==> src/sv/vfme_pkg.sv <==
// Shared widths, constants and corner tables of the voxel face mesh emitter.
`timescale 1ns / 1ps

package vfme_pkg;

  localparam int POS_W   = 4;
  localparam int MASK_W  = 6;
  localparam int MAT_W   = 16;
  localparam int VS_W    = 16;
  localparam int COORD_W = 20;
  localparam int SEC_W   = 5;
  localparam int CNT_W   = 17;
  localparam int FACE_W  = 3;
  localparam int CRN_W   = 2;

  localparam int MAX_SECTIONS_DEF = 16;

  localparam logic [VS_W-1:0] VS_RESET = VS_W'(100);

  // Face codes, equal to their bit number in the face mask
  localparam logic [FACE_W-1:0] FACE_POS_X = 3'd0;
  localparam logic [FACE_W-1:0] FACE_NEG_X = 3'd1;
  localparam logic [FACE_W-1:0] FACE_NEG_Y = 3'd2;
  localparam logic [FACE_W-1:0] FACE_POS_Y = 3'd3;
  localparam logic [FACE_W-1:0] FACE_POS_Z = 3'd4;
  localparam logic [FACE_W-1:0] FACE_NEG_Z = 3'd5;

  localparam logic [CRN_W-1:0] CORNER_LAST = 2'd3;

  // Unit cube corners as {x, y, z} offsets in voxels
  localparam logic [2:0] CUBE_OFF [8] = '{
    3'b011, 3'b111, 3'b101, 3'b001,
    3'b010, 3'b110, 3'b100, 3'b000
  };

  // Cube corner of each face corner, indexed by {face, corner}
  localparam logic [2:0] FACE_CUBE [32] = '{
    3'd6, 3'd2, 3'd1, 3'd5,
    3'd4, 3'd0, 3'd3, 3'd7,
    3'd7, 3'd3, 3'd2, 3'd6,
    3'd5, 3'd1, 3'd0, 3'd4,
    3'd0, 3'd1, 3'd2, 3'd3,
    3'd7, 3'd6, 3'd5, 3'd4,
    3'd7, 3'd7, 3'd7, 3'd7,
    3'd7, 3'd7, 3'd7, 3'd7
  };

  function automatic logic [2:0] corner_off(input logic [FACE_W-1:0] face,
                                            input logic [CRN_W-1:0] crn);
    return CUBE_OFF[FACE_CUBE[{face, crn}]];
  endfunction

endpackage

==> src/sv/vfme_scale.sv <==
// Shared multiplier that scales the three voxel indices by the voxel size, one axis a cycle.
`timescale 1ns / 1ps

module vfme_scale (
  input  logic                       clk,
  input  logic                       rst,
  input  logic                       start,
  input  logic [vfme_pkg::POS_W-1:0] pos_x,
  input  logic [vfme_pkg::POS_W-1:0] pos_y,
  input  logic [vfme_pkg::POS_W-1:0] pos_z,
  input  logic [vfme_pkg::VS_W-1:0]  voxel_size,
  output logic                       done,
  output logic [vfme_pkg::COORD_W-1:0] scaled_x,
  output logic [vfme_pkg::COORD_W-1:0] scaled_y,
  output logic [vfme_pkg::COORD_W-1:0] scaled_z
);
  import vfme_pkg::*;

  logic             busy;
  logic [1:0]       axis;
  logic [POS_W-1:0] op_x;
  logic [POS_W-1:0] op_y;
  logic [POS_W-1:0] op_z;
  logic [POS_W-1:0] op_sel;
  logic [COORD_W-1:0] prod;

  always_comb begin
    case (axis)
      2'd0:    op_sel = op_x;
      2'd1:    op_sel = op_y;
      default: op_sel = op_z;
    endcase
  end

  // Exact: a 4-bit index times a 16-bit size fits in 20 bits
  assign prod = COORD_W'(op_sel) * COORD_W'(voxel_size);
  assign done = !busy;

  always_ff @(posedge clk) begin
    if (rst) begin
      busy <= 1'b0;
      axis <= 2'd0;
    end else if (start) begin
      busy <= 1'b1;
      axis <= 2'd0;
    end else if (busy) begin
      axis <= axis + 2'd1;
      if (axis == 2'd2) begin
        busy <= 1'b0;
      end
    end
  end

  always_ff @(posedge clk) begin
    if (start) begin
      op_x <= pos_x;
      op_y <= pos_y;
      op_z <= pos_z;
    end
    if (busy) begin
      case (axis)
        2'd0:    scaled_x <= prod;
        2'd1:    scaled_y <= prod;
        default: scaled_z <= prod;
      endcase
    end
  end

endmodule

==> src/sv/voxel_face_mesh_emitter.sv <==
// Top level of the voxel face mesh emitter: section lookup, vertex sequencer and output register.
`timescale 1ns / 1ps

// One voxel enters per input transaction; up to 24 vertex transactions leave, four per
// visible face in the order +x, -x, -y, +y, +z, -z, the final one marked with last. The
// material is searched in the section table one entry at a time (registered read of the
// material store, then compare) until it hits or the sections in use run out. The
// section's vertex count is then fetched, and the fetch also waits for the shared
// multiplier to scale the three indices. After that comes one cycle per vertex
// while the output side keeps up. The input is stalled for that whole span
// and is freed as soon as the last vertex sits in the output register. A voxel with no
// visible faces still claims a section and gives no output. A first_voxel item clears
// the table and every vertex count at once before its own lookup. When all
// MAX_SECTIONS sections are taken, faces of new materials come out with overflow set,
// section equal to MAX_SECTIONS and base_index zero, and no count moves. voxel_size may
// be written at any time the block is idle; cfg_ready is always high.
module voxel_face_mesh_emitter #(
  parameter int MAX_SECTIONS = vfme_pkg::MAX_SECTIONS_DEF
) (
  input  logic                          clk,
  input  logic                          rst,
  // configuration
  input  logic                          cfg_valid,
  output logic                          cfg_ready,
  input  logic [vfme_pkg::VS_W-1:0]     voxel_size,
  // voxel input
  input  logic                          in_valid,
  output logic                          in_stall,
  input  logic [vfme_pkg::POS_W-1:0]    pos_x,
  input  logic [vfme_pkg::POS_W-1:0]    pos_y,
  input  logic [vfme_pkg::POS_W-1:0]    pos_z,
  input  logic [vfme_pkg::MASK_W-1:0]   face_mask,
  input  logic [vfme_pkg::MAT_W-1:0]    material_id,
  input  logic                          first_voxel,
  // vertex output
  output logic                          out_valid,
  input  logic                          out_stall,
  output logic [vfme_pkg::SEC_W-1:0]    section,
  output logic [vfme_pkg::COORD_W-1:0]  vert_x,
  output logic [vfme_pkg::COORD_W-1:0]  vert_y,
  output logic [vfme_pkg::COORD_W-1:0]  vert_z,
  output logic [vfme_pkg::FACE_W-1:0]   normal_code,
  output logic                          tex_u,
  output logic                          tex_v,
  output logic [vfme_pkg::CRN_W-1:0]    corner,
  output logic [vfme_pkg::CNT_W-1:0]    base_index,
  output logic                          overflow,
  output logic                          last
);
  import vfme_pkg::*;

  localparam int IDX_W  = (MAX_SECTIONS > 1) ? $clog2(MAX_SECTIONS) : 1;
  localparam int SCNT_W = $clog2(MAX_SECTIONS + 1);

  localparam logic [2:0] ST_IDLE   = 3'd0;
  localparam logic [2:0] ST_SEARCH = 3'd1;
  localparam logic [2:0] ST_CMP    = 3'd2;
  localparam logic [2:0] ST_BASE   = 3'd3;
  localparam logic [2:0] ST_EMIT   = 3'd4;

  // Lowest visible face still to emit
  function automatic logic [FACE_W-1:0] low_face(input logic [MASK_W-1:0] m);
    logic [FACE_W-1:0] f;
    f = FACE_NEG_Z;
    for (int i = MASK_W - 1; i >= 0; i--) begin
      if (m[i]) begin
        f = FACE_W'(i);
      end
    end
    return f;
  endfunction

  logic [2:0]         state;
  logic [VS_W-1:0]    vs;
  logic [SCNT_W-1:0]  sec_count;
  logic [SCNT_W-1:0]  idx;
  logic [IDX_W-1:0]   sec;
  logic               ovf;
  logic [MASK_W-1:0]  rem;
  logic [CRN_W-1:0]   crn;
  logic [MAT_W-1:0]   mat_q;
  logic [MAT_W-1:0]   mat_rd;
  logic [CNT_W-1:0]   base;
  logic [MAX_SECTIONS-1:0] vcnt_vld;

  logic [MAT_W-1:0]   mat_mem  [MAX_SECTIONS];
  logic [CNT_W-1:0]   vcnt_mem [MAX_SECTIONS];

  logic               in_go;
  logic               emit_go;
  logic               table_full;
  logic               scale_done;
  logic [COORD_W-1:0] scaled_x;
  logic [COORD_W-1:0] scaled_y;
  logic [COORD_W-1:0] scaled_z;
  logic [FACE_W-1:0]  face;
  logic [2:0]         off;
  logic [MASK_W-1:0]  rem_clr;
  logic               face_end;
  logic               vert_last;
  logic [COORD_W-1:0] vs_ext;

  assign cfg_ready  = 1'b1;
  assign in_stall   = (state != ST_IDLE);
  assign in_go      = in_valid && !in_stall;
  assign emit_go    = (state == ST_EMIT) && (!out_valid || !out_stall);
  assign table_full = (sec_count == SCNT_W'(MAX_SECTIONS));

  assign face      = low_face(rem);
  assign off       = corner_off(face, crn);
  assign rem_clr   = rem & ~(MASK_W'(1) << face);
  assign face_end  = (crn == CORNER_LAST);
  assign vert_last = face_end && (rem_clr == '0);
  assign vs_ext    = COORD_W'(vs);

  vfme_scale u_scale (
    .clk        (clk),
    .rst        (rst),
    .start      (in_go),
    .pos_x      (pos_x),
    .pos_y      (pos_y),
    .pos_z      (pos_z),
    .voxel_size (vs),
    .done       (scale_done),
    .scaled_x   (scaled_x),
    .scaled_y   (scaled_y),
    .scaled_z   (scaled_z)
  );

  // Sequencer and control state
  always_ff @(posedge clk) begin
    if (rst) begin
      state     <= ST_IDLE;
      vs        <= VS_RESET;
      sec_count <= '0;
      idx       <= '0;
      vcnt_vld  <= '0;
      out_valid <= 1'b0;
    end else begin
      if (cfg_valid && cfg_ready) begin
        vs <= voxel_size;
      end
      if (emit_go) begin
        out_valid <= 1'b1;
      end else if (!out_stall) begin
        out_valid <= 1'b0;
      end
      case (state)
        ST_IDLE: begin
          if (in_go) begin
            // new chunk: drop every section before the lookup
            if (first_voxel) begin
              sec_count <= '0;
              vcnt_vld  <= '0;
            end
            idx   <= '0;
            state <= ST_SEARCH;
          end
        end
        ST_SEARCH: begin
          if (idx == sec_count) begin
            // miss: claim the next section unless the table is full
            if (!table_full) begin
              sec_count <= sec_count + SCNT_W'(1);
            end
            state <= ST_BASE;
          end else begin
            state <= ST_CMP;
          end
        end
        ST_CMP: begin
          if (mat_rd == mat_q) begin
            state <= ST_BASE;
          end else begin
            idx   <= idx + SCNT_W'(1);
            state <= ST_SEARCH;
          end
        end
        ST_BASE: begin
          // hold until the scaled indices are ready
          if (scale_done) begin
            state <= (rem == '0) ? ST_IDLE : ST_EMIT;
          end
        end
        ST_EMIT: begin
          if (emit_go) begin
            if (face_end && !ovf) begin
              vcnt_vld[sec] <= 1'b1;
            end
            if (vert_last) begin
              state <= ST_IDLE;
            end
          end
        end
        default: begin
          state <= ST_IDLE;
        end
      endcase
    end
  end

  // Section stores, item registers and output payload
  always_ff @(posedge clk) begin
    case (state)
      ST_IDLE: begin
        if (in_go) begin
          mat_q <= material_id;
          rem   <= face_mask;
          ovf   <= 1'b0;
        end
      end
      ST_SEARCH: begin
        if (idx == sec_count) begin
          if (table_full) begin
            ovf <= 1'b1;
          end else begin
            sec <= sec_count[IDX_W-1:0];
            mat_mem[sec_count[IDX_W-1:0]] <= mat_q;
          end
        end else begin
          mat_rd <= mat_mem[idx[IDX_W-1:0]];
        end
      end
      ST_CMP: begin
        if (mat_rd == mat_q) begin
          sec <= idx[IDX_W-1:0];
        end
      end
      ST_BASE: begin
        // an invalid count reads as zero; overflowed faces always start at zero
        if (ovf || !vcnt_vld[sec]) begin
          base <= '0;
        end else begin
          base <= vcnt_mem[sec];
        end
        crn <= '0;
      end
      ST_EMIT: begin
        if (emit_go) begin
          section     <= ovf ? SEC_W'(MAX_SECTIONS) : SEC_W'(sec);
          vert_x      <= off[2] ? scaled_x + vs_ext : scaled_x;
          vert_y      <= off[1] ? scaled_y + vs_ext : scaled_y;
          vert_z      <= off[0] ? scaled_z + vs_ext : scaled_z;
          normal_code <= face;
          tex_u       <= crn[1];
          tex_v       <= crn[1] ^ crn[0];
          corner      <= crn;
          base_index  <= base;
          overflow    <= ovf;
          last        <= vert_last;
          crn         <= crn + CRN_W'(1);
          if (face_end) begin
            rem <= rem_clr;
            if (!ovf) begin
              base          <= base + CNT_W'(4);
              vcnt_mem[sec] <= base + CNT_W'(4);
            end
          end
        end
      end
      default: begin
      end
    endcase
  end

endmodule

==> config.mk <==
export PLATFORM = sky130hd
export DESIGN_NAME = voxel_face_mesh_emitter
export DESIGN_NICKNAME = d
export VERILOG_FILES = /design/src/sv/vfme_pkg.sv /design/src/sv/vfme_scale.sv /design/src/sv/voxel_face_mesh_emitter.sv
export SDC_FILE = /design/constraint.sdc
export NUM_CORES = 1
export LEC_CHECK = 0
export CAP_MARGIN = 20
export CORE_AREA = 10 10 386 388
export DETAILED_ROUTE_END_ITERATION = 12
export DIE_AREA = 0 0 396 398
export DONT_BUFFER_PORTS = 1
export PLACE_DENSITY_LB_ADDON = 0.15
export SLEW_MARGIN = 15
export SYNTH_ARGS = -nofsm -noshare
export SYNTH_HDL_FRONTEND = slang
export SYNTH_SLANG_ARGS = --single-unit
==> constraint.sdc <==
create_clock -name clk -period 9.1 [get_ports clk]
set_clock_uncertainty 0.05 [all_clocks]
set_input_delay 0.91 -clock clk [delete_from_list [all_inputs] [get_ports clk]]
set_output_delay 0.91 -clock clk [all_outputs]
set_load 0.05 [all_outputs]
# == Yosys cells after proc, flatten, opt, wreduce, memory -nomap -nowiden ==
# Memories as Yosys holds them, arrays and structs flattened. A register that Yosys moved wholly into a read port is not among the register bits.
# Index checks and enable logic that the tools add are counted.
# op_classes
addsub,8
mul,1
div,0
magnitude_cmp,4
eq_ne,24
shift,1
n_mux,73
n_bitwise,8
reduce_logical,39
# ops
cell,n
$mux W17,4
$mux W16,4
$add A20 B16 Y20,3
$mux W20,3
$mux W3,13
$mux W5,7
$pmux W17 S2,1
$pmux W16 S2,1
$ne A2 B2 Y1 const B,12
$mux W1,21
$mul A4 B16 Y20,1
$pmux W5 S2,2
$reduce_and A4 Y1,5
$mux W6,3
$add A17 B3 Y17 const B,1
$eq A16 B16 Y1,1
$mux W4,4
$or A16 B16 Y16,1
$pmux W4 S2,2
$pmux W3 S5,1
$reduce_and A2 Y1,7
$logic_not A6 Y1,2
$pmux W6 S2,1
$add A5 B1 Y5 const B,2
35 further kinds,56
# word_totals
reg_bits,258
latchBits,0
ram_bits,528
mem_bits_ro,120
in_bits,56
out_inout_bits,94
wordCells,194
memories,4
# memory_table
name,words,width,read_ports,rd_ports_with_merged_regs,wr,line_no,text
vcnt_mem,16,17,1,1,1,voxel_face_mesh_emitter.sv:87,logic [CNT_W-1:0] vcnt_mem [MAX_SECTIONS];
mat_mem,16,16,1,1,1,voxel_face_mesh_emitter.sv:86,logic [MAT_W-1:0] mat_mem [MAX_SECTIONS];
(no name shown),32,3,1,0,0,vfme_pkg.sv:50,"return CUBE_OFF[FACE_CUBE[{face, crn}]];"
(no name shown),8,3,1,0,0,vfme_pkg.sv:50,

# == Longest topological paths before layout ==
# Gate-level depths: netlist (run 1).
# logic_depth
ltp_word,14
depth_mapped,19
mapped_depth_nobuf,18

# == Cells and area by module ==
# From an unflattened synthesis (run 1), not the netlist that was laid out.
# unflattened
cells_unflattened,2139
hier_area_um2,35222.5
# modules_own_cells
module,instances,cells_per_inst,area_each_um2,seq_area_each_um2
voxel_face_mesh_emitter,1,1774,30788.3,21390.5
vfme_scale,1,365,4434.3,2222.1

# == Worst setup path after synthesis (run 1) ==
# Ideal clock, no wire load.
# synth_timing
path_type,input to register
startpoint,in out_stall
endpoint,reg crn[0] (enable)
setup_time_ns,0.313
arrival_ns,5.677
required_ns,8.737
path_slack_ns,3.060
stages,2
n_path_buf,0
path_cell_list,a21oi_1 > nand2b_1
# synth_between
elab_chain_cells,5
# synth_lines
item,line_no,text
start: declaration,voxel_face_mesh_emitter.sv:37,"input logic out_stall,"
$logic_not A1 Y1,-,
$logic_or A1 B1 Y1,voxel_face_mesh_emitter.sv:106,assign emit_go = (state == ST_EMIT) && (!out_valid || !out_stall);
$logic_and A1 B1 Y1,voxel_face_mesh_emitter.sv:106,
$ne A2 B2 Y1 (no source line),-,
$reduce_and A2 Y1 (no source line),-,
end signal: assignment,voxel_face_mesh_emitter.sv:251,crn <= crn + CRN_W'(1);
end: declaration,voxel_face_mesh_emitter.sv:80,logic [CRN_W-1:0] crn;
# No other way between the ends.
# A chain may end at the register's enable or synchronous reset.

# == Final worst setup path (run 1) ==
# layout_timing
startpoint,reg u_scale.axis[0]
endpoint,"reg u_scale.scaled_x[13] (netlist bit), data pin"
# layout_between
elab_chain_cells,3
word_cells_on_any_way,4
classes_between,mul: 1; eq/ne: 1; mux: 1; reduce/logical: 1
# layout_lines
item,line_no,text
start: declaration,vfme_scale.sv:20,logic [1:0] axis;
start signal: assignment,vfme_scale.sv:47,axis <= axis + 2'd1;
$eq A2 B1 Y1 or $logic_not A2 Y1 (tied branches),vfme_scale.sv:28,case (axis)
$pmux W4 S2 *,vfme_scale.sv:28,
$mul A4 B16 Y20 *,vfme_scale.sv:36,assign prod = COORD_W'(op_sel) * COORD_W'(voxel_size);
via u_scale.prod[13],vfme_scale.sv:25,logic [COORD_W-1:0] prod;
end signal: assignment,vfme_scale.sv:62,2'd0: scaled_x <= prod;
end: declaration,vfme_scale.sv:13,"output logic [vfme_pkg::COORD_W-1:0] scaled_x,"
# Mark *: on every way through the listed nets, which the timed path passes. The rest lies on a longest branch.

==> flow_summary_export.csv, run 1 <==
group,metric,value,unit
outcome,outcome,"completed",
power,p_per_area,232,nW/um^2
synthesis,netlist.area_leader.share,0.644,
sta,maxSlewViolCount,0,
setup_path,critical_path.endpoint_type,"register",
detailed_routing,first_iter_violations,1341,
clock_network,clock_latency,0.70,ns
die,initial_utilization,0.248,
clock_network,cts.htree.levels,3,
sta,layout_worst_path_cycle_share,0.557,
cells_and_area,fin_nets,2361,
global_route,grt_antenna_before_repair,10,
synthesis,async_flop_share,0,
synthesis,syn_nets,2312,
detailed_routing,drc,0,
clock_network,clk_pin_slew_worst_paths,0.06,ns
setup_path,cp-start-kind,"register",
setup_path,crit_required,9.51,ns
place,dp_hpwl,60900,um
setup_path,crit_chain,"inv_1 -> ha_1 -> nor2_1 -> nand2_1 -> nand2_1 -> nand2_1 -> fa_1 -> inv_1 -> fa_1 -> ha_1 -> a21oi_1 -> nor2_1 -> o41ai_1 -> a21oi_1 -> o31ai_2 -> a21boi_0",
detailed_routing,vias,18700,
synthesis,synth.ff_latch_count,804,
place,placedCellCount,3983,
clock_network,tritoncts,"yes",
sta,setup_viol,0,
cells_and_area,final_cell_mix,"edfxtp_1, mux4_2, nand2_1",
synthesis,synth_cells,2143,
worst_hold_path,timing.hold.worst.class,"input pin to register",
place,placed_area,37500,um^2
sta,hold_violations,0,
job,drv_cap,0,
synthesis,synthesis.area,35000,um^2
global_route,grt_overflow,0,
detailed_routing,wl_met1,44300,um
sta,setup_tns,0,ns
setup_path,crit_top_cell,"nand2_1",
sta,worst-slew-pin-transition,1.08,ns
synthesis,yosysTopAreaCell,"edfxtp_1",
detailed_routing,dr_wl_met3,5140,um
setup_path,cp_max_fo,15,
global_route,grt.total_usage,0.121,
cells_and_area,fin_cells,4160,
detailed_routing,top_layer,"met4",
synthesis,syn_area_per_cell,16.3,um^2
setup_path,crit_arrival,5.47,ns
synthesis,ys_seq_area_frac,0.674,
detailed_routing,viasPerCell,4.50,
die,fp.dieArea,158000,um^2
cells_and_area,antenna_cells,0,
global_route,grt_max_degree,68,
cells_and_area,final_common_cell,"edfxtp_1",
sta,slew_headroom,0.279,
synthesis,synth-edff-count,751,
synthesis,ys_top_cells_by_area,"edfxtp_1, mux4_2, dfxtp_1",
sta,clock.fmax,197,MHz
detailed_routing,dr.pass1.iters,5,
clock_network,cts_buffers,94,
synthesis,synth_ff_type,"edfxtp_1",
setup_path,criticalPathCategory,"register to register",
global_route,grt_pass1_wl,140000,um
detailed_routing,wirelength,96800,um
detailed_routing,wl_per_cell,23.3,um
die,die_y,398,um
clock_network,cts_root_buffer,"clkbuf_16",
setup_path,slowest_stage,"fa_1",
die,io_pins,150,
place,place_congestion,0.794,
clock_network,clock-sinks,804,
sta,setup_ws,4.03,ns
setup_path,crit_family,"compound AO/OA/AOI/OAI gates",
detailed_routing,dr_wl_met2,45300,um
die,core_area,141000,um^2
place,port_buffers,0,
synthesis,ys_warn_count,0,
global_route,first_global_vias,19300,
cells_and_area,drive_gt1_frac,0.186,
synthesis,yosys.cell_types.count,75,
detailed_routing,postRouteAntennaNets,0,
setup_path,cpPeakStageDelay,0.56,ns
die,rows,138,
clock_network,cts.path.max_buffers,3,
cells_and_area,final_area,40600,um^2
clock_network,cts_setup_buffers,0,
clock_network,ctsResizeCount,0,
power,ir_worst_vdd,128,uV
setup_path,cp_num_buf_inv,2,
power,p_leak,0.0132,uW
sta,layout_min_cycle_time,5.07,ns
clock_network,cts_hold_buffers,0,
cells_and_area,areaGrowthSynthToFinish,16.0,%
sta,rsz0062_at_grt,"no",
die,die_w,396,um
place,dpl_worst_slack,4.05,ns
==> through the flow <==
stage | utilization | total power [uW] | hold slack, ns
after detailed placement | 0.266 | 5800 | 0.404
after floorplan | - | 5380 | 0.381
after global placement | 0.266 | 5790 | 0.394
final | 0.288 | 9410 | 0.231
after CTS | 0.287 | 9550 | 0.166
after global routing | 0.288 | 9840 | 0.193
==> path summary, 6_finish.rpt <==
check	start	endpoint	slack, ns	depth (start not counted)
worst max-delay path	u_scale.axis[0]	u_scale.scaled_x[13]	4.03	16
worst min-delay path	rst	vs[1]	0.23	1
worst max register to register	u_scale.axis[0]	u_scale.scaled_x[13]	4.03	16
worst min register to register	vcnt_vld[15]	vcnt_vld[15]	0.42	2
==> routing by layer <==
metal  track usage  vias to the layer above
met2         0.193                      460
met3        0.0263                      126
li1              -                     8336
met4        0.0349                        0
met5             0                        -
met1         0.164                     9798
==> power breakdown <==
| group | total, uW | switching (uW) | internal, uW |
|---|---|---|---|
| clock | 3700 | 1560 | 2140 |
| combinational | 1290 | 738 | 554 |
| sequential | 4410 | 182 | 4230 |
| total | 9410 | 2480 | 6930 |
==> area by class of cell <==
cell class / count / area, um^2
clock buffer: 118 / 2480
clock inverter: 56 / 552
fill: 14100 / 100000
inverter: 101 / 379
multi-input combinational: 1155 / 10900
sequential: 804 / 23600
tap: 1890 / 2360
timing repair buffer: 36 / 278
==> synthesized netlist by cell type, drive strengths merged, types with 4 or more instances <==
| master | instances |
|---|---|
| inv | 101 |
| nor2 | 120 |
| nand2b | 17 |
| nand4 | 15 |
| mux2i | 17 |
| and2 | 48 |
| buf | 40 |
| clkbuf | 43 |
| mux2 | 9 |
| a22oi | 4 |
| nand3 | 25 |
| xor2 | 43 |
| edfxtp | 751 |
| nor2b | 28 |
| o21ai | 89 |
| or3 | 7 |
| dfxtp | 53 |
| xnor2 | 62 |
| o21bai | 5 |
| mux4 | 170 |
| fa | 31 |
| o211ai | 6 |
| nor3b | 10 |
| o311ai | 4 |
| nand3b | 5 |
| a21oi | 73 |
| a21o | 15 |
| nand2 | 156 |
| and3 | 9 |
| a211o | 5 |
| o31ai | 5 |
| a21boi | 4 |
| nor4 | 5 |
| ha | 82 |
| a31oi | 10 |
| nor3 | 29 |
| o21a | 10 |
| a41oi | 4 |
==> kinds of logic (layout without fill, tap and decap cells) <==
kind of cell,Yosys count,count (layout),synth area share
flops,804,804,0.674
simple gates,478,478,0.0662
compound gates,261,261,0.0462
mux,196,196,0.117
buf+inv,184,311,0.0220
fa+ha+maj,114,114,0.0473
xor+xnor,105,105,0.0265
other cells,1,1,0.000107
==> registers in the layout (all words and copies together) (netlist names), 16 cells and up, named ones only <==
| signal | flops |
|---|---|
| u_scale.scaled_y | 20 |
| vert_z | 20 |
| base_index | 17 |
| u_scale.scaled_z | 20 |
| vert_y | 20 |
| base | 17 |
| mat_q | 16 |
| vcnt_mem | 272 |
| mat_mem | 256 |
| u_scale.scaled_x | 20 |
| vs | 16 |
| vert_x | 20 |
| vcnt_vld | 16 |
| mat_rd | 16 |
Note: power is estimated with default switching activity, not from simulation.
==> run 2: changes to the inputs <==
--- a/config.mk
+++ b/config.mk
@@ -5,10 +5,11 @@
 export SDC_FILE = /design/constraint.sdc
 export NUM_CORES = 1
 export LEC_CHECK = 0
+export ABC_AREA = 1
 export CAP_MARGIN = 20
-export CORE_AREA = 10 10 386 388
+export CORE_AREA = 10 10 394 396
 export DETAILED_ROUTE_END_ITERATION = 12
-export DIE_AREA = 0 0 396 398
+export DIE_AREA = 0 0 404 406
 export DONT_BUFFER_PORTS = 1
 export PLACE_DENSITY_LB_ADDON = 0.15
 export SLEW_MARGIN = 15
==> constraint.sdc (replaced) <==
create_clock -name clk -period 5.1 [get_ports clk]
set_clock_uncertainty 0.05 [all_clocks]
set_input_delay 0.51 -clock clk [delete_from_list [all_inputs] [get_ports clk]]
set_output_delay 0.51 -clock clk [all_outputs]
set_load 0.05 [all_outputs]
==> run 2 against run 1 <==
Non-clock buffer count increased by 95; clock power increased by 76%; register-to-register slack worse by 3.5 ns; critical endpoint is now u_scale.scaled_z[15].
==> flow_summary_export.csv, run 2 <==
group,metric,value,unit
outcome,outcome,"completed",
sta,layout_worst_path_cycle_share,0.893,
place,placed_area,39300,um^2
clock_network,clock-sinks,804,
cells_and_area,largest-register,"vcnt_mem",
synthesis,synth-edff-count,751,
setup_path,slowest_stage,"fa_1",
detailed_routing,viasPerCell,4.58,
setup_path,cp_max_fo,7,
sta,worst-slew-pin-transition,1.09,ns
sta,rsz0062_at_grt,"no",
worst_hold_path,hold_path_end,"vs[11]",
cells_and_area,fillers,15400,
setup_path,criticalPathCategory,"register to register",
detailed_routing,wl_per_cell,21.1,um
die,core_area,147000,um^2
sta,setup_tns,0,ns
sta,slew_headroom,0.271,
synthesis,synth.ff_latch_count,804,
power,p_per_area,554,nW/um^2
clock_network,cts_setup_buffers,0,
place,port_buffers,0,
sta,setup_ws,0.546,ns
global_route,grt_overflow,0,
detailed_routing,wirelength,117000,um
setup_path,rrSetupSlack,0.55,ns
synthesis,syn_area_per_cell,10.7,um^2
global_route,grt_pass1_wl,172000,um
place,place_congestion,0.835,
die,fp.dieArea,164000,um^2
power,pwr-share-seq,0.414,
worst_hold_path,hold_start,"voxel_size[11]",
clock_network,cts_root_buffer,"clkbuf_16",
global_route,grt_antenna_before_repair,21,
detailed_routing,vias,25400,
die,initial_utilization,0.249,
synthesis,synth_common_cells,"nand2_1, edfxtp_1, nand3_1",
global_route,grt.total_usage,0.139,
clock_network,cts_buffers,97,
synthesis,synth_ff_type,"edfxtp_1",
global_route,first_global_vias,25000,
power,ir_worst_vdd,237,uV
detailed_routing,dr.pass1.iters,5,
setup_path,cp-start-kind,"register",
worst_hold_path,hold_path_depth,2,
synthesis,yosysTopAreaCell,"edfxtp_1",
cells_and_area,final_area,42800,um^2
clock_network,cts.htree.levels,3,
sta,hold_violations,0,
setup_path,r2r_end,"u_scale.scaled_z[15]",
die,rows,141,
synthesis,syn_nets,3602,
synthesis,async_flop_share,0,
cells_and_area,final_cell_mix,"nand2_1, edfxtp_1, nand3_1",
synthesis,synthesis.area,36700,um^2
synthesis,yosysMostFrequentCell,"nand2_1",
cells_and_area,drive_gt1_frac,0.0790,
cells_and_area,fin_nets,3697,
die,io_pins,150,
worst_hold_path,timing.hold.worst.class,"input pin to register",
detailed_routing,postRouteAntennaNets,0,
synthesis,ys_warn_count,0,
clock_network,cts.path.max_buffers,3,
cells_and_area,seqCellArea,23600,um^2
clock_network,tritoncts,"yes",
synthesis,ys_top_cells_by_area,"edfxtp_1, nand2_1, nand3_1",
setup_path,rr_startpoint,"u_scale.axis[0]",
place,dp_hpwl,74100,um
cells_and_area,areaGrowthSynthToFinish,16.7,%
place,placedCellCount,5309,
synthesis,ys_seq_area_frac,0.644,
cells_and_area,final_common_cell,"nand2_1",
cells_and_area,multi_input_area,11600,um^2
detailed_routing,first_iter_violations,1626,
clock_network,clock_latency,0.71,ns
sta,clock.fmax,220,MHz
power,clkPwrFrac,0.275,
die,die_w,404,um
setup_path,reg2reg_depth,15,
clock_network,clk_pin_slew_worst_paths,0.06,ns
power,sw_frac_of_total,0.395,
cells_and_area,final_util,0.291,
cells_and_area,largest_reg_flops,272,
synthesis,synth_cells,3433,
place,dpl_worst_slack,0.614,ns
setup_path,crit_required,5.54,ns
job,drv_cap,0,
setup_path,cpPeakStageDelay,0.56,ns
power,power.internal,14300,uW
detailed_routing,drc,0,
sta,maxSlewViolCount,0,
setup_path,crit_arrival,4.99,ns
power,p_leak,0.0158,uW
setup_path,critical_path.endpoint_type,"register",
cells_and_area,fin_cells,5544,
synthesis,netlist.area_leader.share,0.615,
global_route,grt_max_degree,109,
setup_path,crit_chain,"inv_1 -> ha_1 -> a22o_1 -> a21oi_1 -> nor2_1 -> fa_1 -> inv_1 -> fa_1 -> inv_1 -> ha_1 -> nand2_1 -> o21ai_0 -> a21boi_0 -> o21ai_0 -> xor2_1",
die,die_y,406,um
sta,setup_viol,0,
synthesis,yosys.cell_types.count,44,
setup_path,crit_top_cell,"inv_1",
sta,layout_min_cycle_time,4.55,ns
power,pwr-share-comb,0.311,
power,p_switching,9370,uW
[run 2: cell count changes after synthesis, sizes merged, moves of 27 or more]
cell    delta
a21oi     +55
and2      -46
clkbuf    +47
inv      +162
mux4     -170
nand2    +614
nand3    +330
nor2     +235
nor2b     -28
o21ai    +159
o221ai    +27
o22ai     +42
[run 2: timing repair]
item / CTS / global route
hold buffers: 50 / 0
endpoints found under the hold margin: 56 / 0
setup endpoints to repair: 0 / 0
resized for setup: 0 / 0
[run 2: worst max-delay path: cells and delay by family (launching register included)]
kind	cells	cell delay [ns]
xor+xnor	1	0.31
fa+ha+maj	4	1.65
buf+inv	3	0.17
simple gates	2	0.21
compound gates	5	1.58
flops	1	0.36
[run 2: worst max-delay path by stage]
stage                          startpoint                   end  cells past startpoint
after floorplan                 out_valid       vcnt_mem[10][0]                      6
after global placement    u_scale.axis[0]  u_scale.scaled_y[12]                     18
after detailed placement  u_scale.axis[0]  u_scale.scaled_y[15]                     15
after CTS                 u_scale.axis[0]  u_scale.scaled_z[15]                     15
after global routing      u_scale.axis[0]  u_scale.scaled_z[15]                     15
final                     u_scale.axis[0]  u_scale.scaled_z[15]                     15
[run 2: cell type report]
type                    instances  share of cell area
diodes                          5            0.000292
clock buffers                 123              0.0607
clock inverters                57             0.00907
inverters                     269              0.0238
multi-input cells            2225               0.272
flip-flops and latches        804               0.552
well taps                    1930              0.0564
repair buffers                131              0.0259
[run 2: logic make-up after synthesis]
| logic type | share of synthesized area |
|---|---|
| simple gates | 0.176 |
| buf+inv | 0.0435 |
| flops | 0.644 |
| other cells | 0.000102 |
| fa+ha+maj | 0.0449 |
| compound gates | 0.0749 |
| xor+xnor | 0.0170 |
[run 2: power by group through the flow]
stage | clock (uW) | combinational [uW] | sequential [uW]
after global placement | 0 | 7430 | 9980
after CTS | 6730 | 7510 | 9840
after floorplan | 0 | 5040 | 9550
final | 6530 | 7360 | 9810
after global routing | 6990 | 8380 | 9900
after detailed placement | 0 | 7430 | 9970
[run 2: routing by layer]
layer / global-route usage / vias up / share of wire
met3: 0.0273 / 173 / 0.052
met4: 0.0407 / 18 / 0.024
met5: 0 / - / 0.00085
met2: 0.216 / 522 / 0.44
li1: - / 12100 / -
met1: 0.196 / 12500 / 0.48
[run 2: stage by stage]
| step | hold WS (ns) | power, uW |
|---|---|---|
| floorplan | 0.380 | 14600 |
| global placement | 0.389 | 17400 |
| detailed placement | 0.393 | 17400 |
| CTS | 0.00785 | 24100 |
| global route | 0.0397 | 25300 |
| finish | 0.0398 | 23700 |
